## src/rtl/core/kcp_pkg.sv

```systemverilog
// ----------------------------------------------------------------------------
// kcp_pkg
// Types and constants for the keyframe curve player.
// ----------------------------------------------------------------------------
`default_nettype none
package kcp_pkg;
    localparam int MaxKeys = 16;
    localparam int IdxW = $clog2(MaxKeys);
    localparam int CntW = $clog2(MaxKeys + 1);

    localparam logic [2:0] CMD_TICK = 3'd0;
    localparam logic [2:0] CMD_SET = 3'd1;
    localparam logic [2:0] CMD_DEL = 3'd2;
    localparam logic [2:0] CMD_PLAY = 3'd3;
    localparam logic [2:0] CMD_RESUME = 3'd4;
    localparam logic [2:0] CMD_STOP = 3'd5;

    localparam logic [1:0] ST_OK = 2'd0;
    localparam logic [1:0] ST_FULL = 2'd1;
    localparam logic [1:0] ST_MISS = 2'd2;
    localparam logic [1:0] ST_EMPTY = 2'd3;

    localparam logic [2:0] REG_LERP = 3'd0;
    localparam logic [2:0] REG_ACC = 3'd1;
    localparam logic [2:0] REG_DEC = 3'd2;
    localparam logic [2:0] REG_SMOOTH = 3'd3;
    localparam logic [2:0] REG_LOOP = 3'd4;
    localparam logic [2:0] REG_LPOINT = 3'd5;

    typedef struct packed {
        logic [2:0]  cmd;
        logic [31:0] key_time;
        logic signed [31:0] key_value;
        logic [31:0] time_step;
    } t_in_item;

    typedef struct packed {
        logic signed [31:0] curve_value;
        logic               is_playing;
        logic [1:0]         status;
    } t_out_item;

    // Divider request and response between the top level and the divider.
    typedef struct packed {
        logic        start;
        logic [48:0] num;
        logic [32:0] den;
    } t_div_req;

    typedef struct packed {
        logic        done;
        logic [48:0] quot;
        logic [32:0] rem;
    } t_div_rsp;
endpackage
`default_nettype wire

```

## src/rtl/core/kcp_divider.sv

```systemverilog
// ----------------------------------------------------------------------------
// kcp_divider
// Restoring divider, one quotient bit per cycle.
// ----------------------------------------------------------------------------
`default_nettype none
module kcp_divider
    import kcp_pkg::*;
(
    input  wire logic     i_clk,
    input  wire logic     i_rst_n,
    input  var  t_div_req i_req,
    output t_div_rsp      o_rsp
);
    logic [48:0] r_quot, n_quot;
    logic [32:0] r_rem, n_rem;
    logic [32:0] r_den;
    logic [5:0]  r_cnt;
    logic        r_busy, r_done;
    logic [33:0] w_trial;
    logic [33:0] w_sub;

    always_comb begin
        w_trial = {r_rem, r_quot[48]};
        w_sub = w_trial - {1'b0, r_den};
        if (!w_sub[33]) begin
            n_rem = w_sub[32:0];
            n_quot = {r_quot[47:0], 1'b1};
        end else begin
            n_rem = w_trial[32:0];
            n_quot = {r_quot[47:0], 1'b0};
        end
    end

    always_ff @(posedge i_clk) begin
        if (!i_rst_n) begin
            r_busy <= 1'b0;
            r_done <= 1'b0;
            r_cnt <= '0;
        end else begin
            r_done <= 1'b0;
            if (i_req.start) begin
                r_busy <= 1'b1;
                r_cnt <= 6'd49;
                r_quot <= i_req.num;
                r_rem <= '0;
                r_den <= i_req.den;
            end else if (r_busy) begin
                r_quot <= n_quot;
                r_rem <= n_rem;
                r_cnt <= r_cnt - 6'd1;
                if (r_cnt == 6'd1) begin
                    r_busy <= 1'b0;
                    r_done <= 1'b1;
                end
            end
        end
    end

    assign o_rsp.done = r_done;
    assign o_rsp.quot = r_quot;
    assign o_rsp.rem = r_rem;
endmodule
`default_nettype wire

```

## config.mk

```make
export PLATFORM = sky130hd
export DESIGN_NAME = kcp_divider
export DESIGN_NICKNAME = d
export VERILOG_FILES = /design/src/rtl/core/kcp_pkg.sv /design/src/rtl/core/kcp_divider.sv
export SDC_FILE = /design/constraint.sdc
export NUM_CORES = 1
export LEC_CHECK = 0
export BUFFER_PORTS_ARGS = -buffer_cell sky130_fd_sc_hd__buf_2
export CAP_MARGIN = 25
export CORE_MARGIN = 2
export CORE_UTILIZATION = 54
export CTS_CLUSTER_DIAMETER = 100
export DETAILED_ROUTE_END_ITERATION = 10
export MAX_ROUTING_LAYER = met4
export PLACE_DENSITY = 0.89
export RECOVER_POWER = 100
export SYNTH_ARGS = -nofsm -noshare
export SYNTH_HDL_FRONTEND = slang
export SYNTH_SLANG_ARGS = --single-unit
```

## constraint.sdc

```tcl
create_clock -name i_clk -period 3.9 [get_ports i_clk]
set_input_delay 0.39 -clock i_clk [delete_from_list [all_inputs] [get_ports i_clk]]
set_output_delay 0.39 -clock i_clk [all_outputs]
set_load 0.005 [all_outputs]
```

; ---- After elaboration in Yosys (flattened, before gate mapping)
; Index checks and enable logic that the tools add are counted.
[classes]
n_eq_ne = 1
mux = 11
n_reduce_logical = 5
bitwise = 2
addsub = 2
[op_table]
columns = operator, count
row1 = 2-to-1 mux 49 bit, 2
row2 = 2-to-1 mux 33 bit, 2
row3 = subtractor 34 x 33 -> 34 bit, 1
row4 = 2-to-1 mux 6 bit, 2
row5 = equality test 6 x 1 -> 1 bit (second input constant), 1
row6 = subtractor 6 x 1 -> 6 bit (second input constant), 1
row7 = 2-to-1 mux 1 bit, 5
row8 = AND reduction 2 bit, 2
row9 = OR reduction 3 bit, 1
row10 = NOT 1 bit, 2
row11 = nonzero test 2 bit, 1
row12 = OR reduction 2 bit, 1
[totals]
elab_cells = 28
inputBits = 85
regBits = 123
out_inout_bits = 83

; ---- Longest topological paths before layout
[depth]
word_depth = 4
depth_mapped = 14
depth_no_buf = 12

; ---- Least setup slack after synthesis
; No wires, ideal clock.
[synth_timing]
kind = input -> register
start = input i_req[82] (netlist name)
end = register r_quot[0] (enable)
path_slack_ps = 924
setup_time_ps = 447
t_required_ps = 3453
n_path_buf = 1
t_arrival_ps = 2529
cell_stages = 2
cell_sequence = clkbuf_1 -> o21a_1
[synth_via]
elab_chain_len = 2
[synth_lines]
columns = item, line_no
row1 = start: declaration, kcp_divider.sv:11  ; input var t_div_req i_req,
row2 = nonzero test 2 bit (no line), n/a
row3 = AND reduction 2 bit (no line), n/a
row4 = end signal: assignment, kcp_divider.sv:44  ; r_quot <= i_req.num;
row5 = end signal: assignment, kcp_divider.sv:48  ; r_quot <= n_quot;
row6 = end: declaration, kcp_divider.sv:14  ; logic [48:0] r_quot, n_quot;
; No other way between the ends.
; A chain may end at the register's enable or synchronous reset.

; ---- Worst setup path after layout
[layout_timing]
start = register r_rem[9]
end = register r_rem[12] (data pin)
[layout_via]
elab_chain_len = 3
[layout_lines]
columns = item, line_no
row1 = start: declaration, kcp_divider.sv:15  ; logic [32:0] r_rem, n_rem;
row2 = start signal: assignment, kcp_divider.sv:49  ; r_rem <= n_rem;
row3 = subtractor 34 x 33 -> 34 bit, kcp_divider.sv:24  ; w_sub = w_trial - {1'b0, r_den};
row4 = 2-to-1 mux 33 bit, kcp_divider.sv:25  ; if (!w_sub[33]) begin
row5 = 2-to-1 mux 33 bit, kcp_divider.sv:47  ; end else if (r_busy) begin
; No other way between the ends. The select of a mux whose other input is x is not followed.

==> impl_metrics.prom <==
# TYPE chip_impl_metric gauge
chip_impl_metric{name="hold_ws",unit="ns"} 0.134
chip_impl_metric{name="place_hpwl",unit="mm"} 11.5
chip_impl_metric{name="totalNegativeSetupSlack",unit="ns"} 0
chip_impl_metric{name="clock_path_buffers",unit=""} 2
chip_impl_info{name="cts_tree",value="built"} 1
chip_impl_info{name="synthFlopType",value="sky130_fd_sc_hd__edfxtp_1"} 1
chip_impl_metric{name="portBuffers",unit=""} 167
chip_impl_info{name="status",value="finished, violations left"} 1
chip_impl_metric{name="drive_above_1_share",unit="%"} 28.0
chip_impl_metric{name="detail_route.vias_per_cell",unit=""} 5.54
chip_impl_metric{name="detail_route.first_pass.iterations",unit=""} 6
chip_impl_metric{name="drv.max_cap_violation_count",unit=""} 2
chip_impl_metric{name="post_cts_resized",unit=""} 0
chip_impl_metric{name="global_route_wire_length_before_repair",unit="mm"} 25.9
chip_impl_metric{name="maximum_level_of_the_cts_h_tree",unit=""} 4
chip_impl_metric{name="finish.net_count",unit=""} 877
chip_impl_info{name="ctsRootBufferMaster",value="sky130_fd_sc_hd__clkbuf_16"} 1
chip_impl_metric{name="synth-edff-count",unit=""} 115
chip_impl_metric{name="path_max_fanout",unit=""} 31
chip_impl_metric{name="n_antenna_cell",unit=""} 0
chip_impl_info{name="worst_setup_path_end_kind",value="register"} 1
chip_impl_metric{name="cp_data_required_time",unit="ns"} 4.00
chip_impl_metric{name="worstMarginPinSlew",unit="ns"} 1.84
chip_impl_info{name="yosysMostFrequentCell",value="sky130_fd_sc_hd__edfxtp_1"} 1
chip_impl_metric{name="final_design_area_no_fill",unit="sq um"} 8450
chip_impl_metric{name="global_route.usage.total",unit="%"} 24.3
chip_impl_metric{name="setup_viol",unit=""} 0
chip_impl_metric{name="postSynthCellCount",unit=""} 589
chip_impl_metric{name="die_w",unit="um"} 118
chip_impl_info{name="hp-class",value="in -> reg"} 1
chip_impl_metric{name="timing.max_slew.rel_slack",unit="%"} -22.4
chip_impl_metric{name="synth.distinct_cells",unit=""} 70
chip_impl_metric{name="maximum_number_of_pins_on_one_net_before_global_route_repair",unit=""} 84
chip_impl_metric{name="grt_overflow_total",unit=""} 0
chip_impl_metric{name="critical_path_arrival",unit="ns"} 3.60
chip_impl_metric{name="avgSynthCellArea",unit="sq um"} 11.8
chip_impl_metric{name="synth_area",unit="sq um"} 6960
chip_impl_metric{name="drt_iter0_markers",unit=""} 348
chip_impl_metric{name="power_per_cell_area",unit="nW/um^2"} 501
chip_impl_metric{name="synth_warnings",unit=""} 0
chip_impl_info{name="largest_area_contributor_in_the_synthesized_netlist",value="sky130_fd_sc_hd__edfxtp_1"} 1
chip_impl_metric{name="synth.top_cell.area_share",unit="%"} 49.6
chip_impl_info{name="worst-setup-path-type",value="reg -> reg"} 1
chip_impl_metric{name="route.final.wire_length",unit="mm"} 16.0
chip_impl_metric{name="area_enclosed_by_the_die_boundary",unit="sq um"} 13800
chip_impl_metric{name="post-place-ws",unit="ns"} 0.568
chip_impl_metric{name="clkSlewWorstSetupHoldPaths",unit="ns"} 0.06
chip_impl_metric{name="detail_route.drc_violations",unit=""} 0
chip_impl_metric{name="placed_area",unit="sq um"} 7950
chip_impl_info{name="unrepaired_setup_endpoints_after_global_routing",value="no"} 1
chip_impl_metric{name="num_vias",unit=""} 5214
chip_impl_metric{name="worst_clock_skew",unit="ns"} 0.0159
chip_impl_metric{name="fp.dieH",unit="um"} 118
chip_impl_metric{name="setup_ws",unit="ns"} 0.402
chip_impl_info{name="violated_checks",value="max-capacitance violations, max-slew violations"} 1
chip_impl_metric{name="place.gp.congestion",unit=""} 0.921
chip_impl_metric{name="cts.sinks",unit=""} 123
chip_impl_metric{name="drtAntennaViolNets",unit=""} 0
chip_impl_metric{name="initial_utilization",unit="%"} 55.1
chip_impl_metric{name="synth_sequential_area_ratio",unit="%"} 51.9
chip_impl_metric{name="cts-hold-fix-buffers",unit=""} 0
chip_impl_metric{name="numCtsBuffers",unit=""} 17
chip_impl_metric{name="core.rowCount",unit=""} 41
chip_impl_metric{name="detail_route.wl_per_cell",unit="um"} 17.0
chip_impl_metric{name="syn_nets",unit=""} 710
chip_impl_info{name="synth.cells.most_frequent",value="115 x sky130_fd_sc_hd__edfxtp_1, 63 x sky130_fd_sc_hd__nor2_1, 48 x sky130_fd_sc_hd__mux2_2"} 1
chip_impl_metric{name="largest_vdd_supply_drop",unit="uV"} 293
chip_impl_metric{name="insertion_delay",unit="ns"} 0.43
chip_impl_metric{name="yosys_register_bits",unit=""} 123
chip_impl_metric{name="post-cts-setup-buffer-count",unit=""} 0
chip_impl_metric{name="grt_antenna_before_repair",unit=""} 0
chip_impl_metric{name="leakage",unit="nW"} 3.56
chip_impl_metric{name="maxClockFrequency",unit="MHz"} 286
chip_impl_metric{name="async_flop_share",unit="%"} 0
chip_impl_info{name="timing.critical_path.from_type",value="register"} 1
chip_impl_metric{name="number_of_global_route_vias_before_repair",unit=""} 5311
chip_impl_metric{name="io-pin-count",unit=""} 168
chip_impl_metric{name="filler_cells",unit=""} 965
chip_impl_metric{name="syn_to_final_growth",unit="%"} 21.4
chip_impl_info{name="synthTopCellsByArea",value="sky130_fd_sc_hd__edfxtp_1 50%, sky130_fd_sc_hd__mux2_2 7.8%, sky130_fd_sc_hd__ha_1 6.3%"} 1
chip_impl_metric{name="fin_crit_sh",unit="%"} 89.7
chip_impl_metric{name="coreArea",unit="sq um"} 12600
chip_impl_metric{name="report.final.slew_viol_count",unit=""} 128
chip_impl_metric{name="final_hold_viol_count",unit=""} 0
chip_impl_metric{name="final_period_minus_worst_setup_slack",unit="ns"} 3.50
registers in the layout (all words and copies together), names as in the netlist:
| register | count |
|---|---|
| r_quot | 49 |
| r_done | 1 |
| r_busy | 1 |
| r_rem | 33 |
| r_cnt | 6 |
| r_den | 33 |
power by group:
part	switching, mW	leakage, nW	internal, mW
clock	0.629	0.283	0.956
sequential	0.0670	1.16	1.59
combinational	0.549	2.11	0.437
total	1.25	3.56	2.98
worst max-delay path, stage by stage, from the launching register on:
cell and delay [ns]:
sky130_fd_sc_hd__edfxtp_1 0.43, sky130_fd_sc_hd__ha_1 0.41, sky130_fd_sc_hd__a21oi_1 0.27, sky130_fd_sc_hd__o21bai_1 0.12
sky130_fd_sc_hd__nand2_1 0.09, sky130_fd_sc_hd__o211ai_1 0.14, sky130_fd_sc_hd__o21ai_0 0.27, sky130_fd_sc_hd__nand2_1 0.18
sky130_fd_sc_hd__a221oi_4 0.56, sky130_fd_sc_hd__buf_12 0.29, sky130_fd_sc_hd__mux2i_1 0.32, sky130_fd_sc_hd__nor2_1 0.07
placed cells by master (no fill, tap or decap), types with 9 or more instances in the layout:
cell,count
sky130_fd_sc_hd__buf_2,120
sky130_fd_sc_hd__edfxtp_1,115
sky130_fd_sc_hd__nor2_1,63
sky130_fd_sc_hd__clkbuf_1,49
sky130_fd_sc_hd__mux2_2,47
sky130_fd_sc_hd__inv_1,44
sky130_fd_sc_hd__a21oi_1,35
sky130_fd_sc_hd__ha_1,35
sky130_fd_sc_hd__mux2i_1,24
sky130_fd_sc_hd__nand2_1,22
sky130_fd_sc_hd__clkbuf_16,17
sky130_fd_sc_hd__xnor2_1,16
sky130_fd_sc_hd__xor2_1,13
sky130_fd_sc_hd__a21o_1,12
sky130_fd_sc_hd__o21ai_0,11
sky130_fd_sc_hd__o21a_1,9
sky130_fd_sc_hd__nand2b_1,9
through the flow:
step | instances | total power [mW] | util (%)
after detailed placement | 909 | 2.67 | 63.0
after global routing | 941 | 4.42 | 66.9
after CTS | 941 | 4.26 | 67.7
after floorplan | 589 | 2.40 | -
final | 941 | 4.23 | 66.9
after global placement | 908 | 2.63 | 62.8
final timing paths:
path                                start        end  slack (ns)  cells after the start
worst max-delay path             r_rem[9]  r_rem[12]        0.40                     11
worst max register to register   r_rem[9]  r_rem[12]        0.40                     11
worst min register to register   r_cnt[1]   r_cnt[1]        0.53                      2
worst min-delay path            i_req[26]  r_den[26]        0.13                      1
final cells by class:
type | instances | area, sq um | share of cell area, %
clock buffer | 18 | 429 | 5.08
clock inverter | 14 | 163 | 1.93
inverter | 44 | 165 | 1.95
multi-input combinational | 399 | 3050 | 36.1
sequential | 123 | 3610 | 42.8
tap | 172 | 215 | 2.55
timing repair buffer | 171 | 811 | 9.60
kinds of logic after synthesis:
logic type / count (synthesis) / share of synthesized area (%)
AOI/OAI and AO/OA: 126 / 13.1
xor gates and xnor gates: 29 / 3.65
adders and majority gates: 36 / 6.58
buffers and inverters: 67 / 4.14
DFF: 123 / 51.9
muxes: 73 / 11.4
and+or+nand+nor: 135 / 9.17
per-layer routing:
layer  share of wire, %  vias up  track usage [%]  wire length, um
li1                   -     2512                -                -
met1                 43     2464             28.3             6790
met2                 49      213             41.1             7770
met3                7.2       25             6.78             1150
met4                1.7        0             7.83              265
met5                  0        -                -                0
Power figures use the tool's default switching activity.
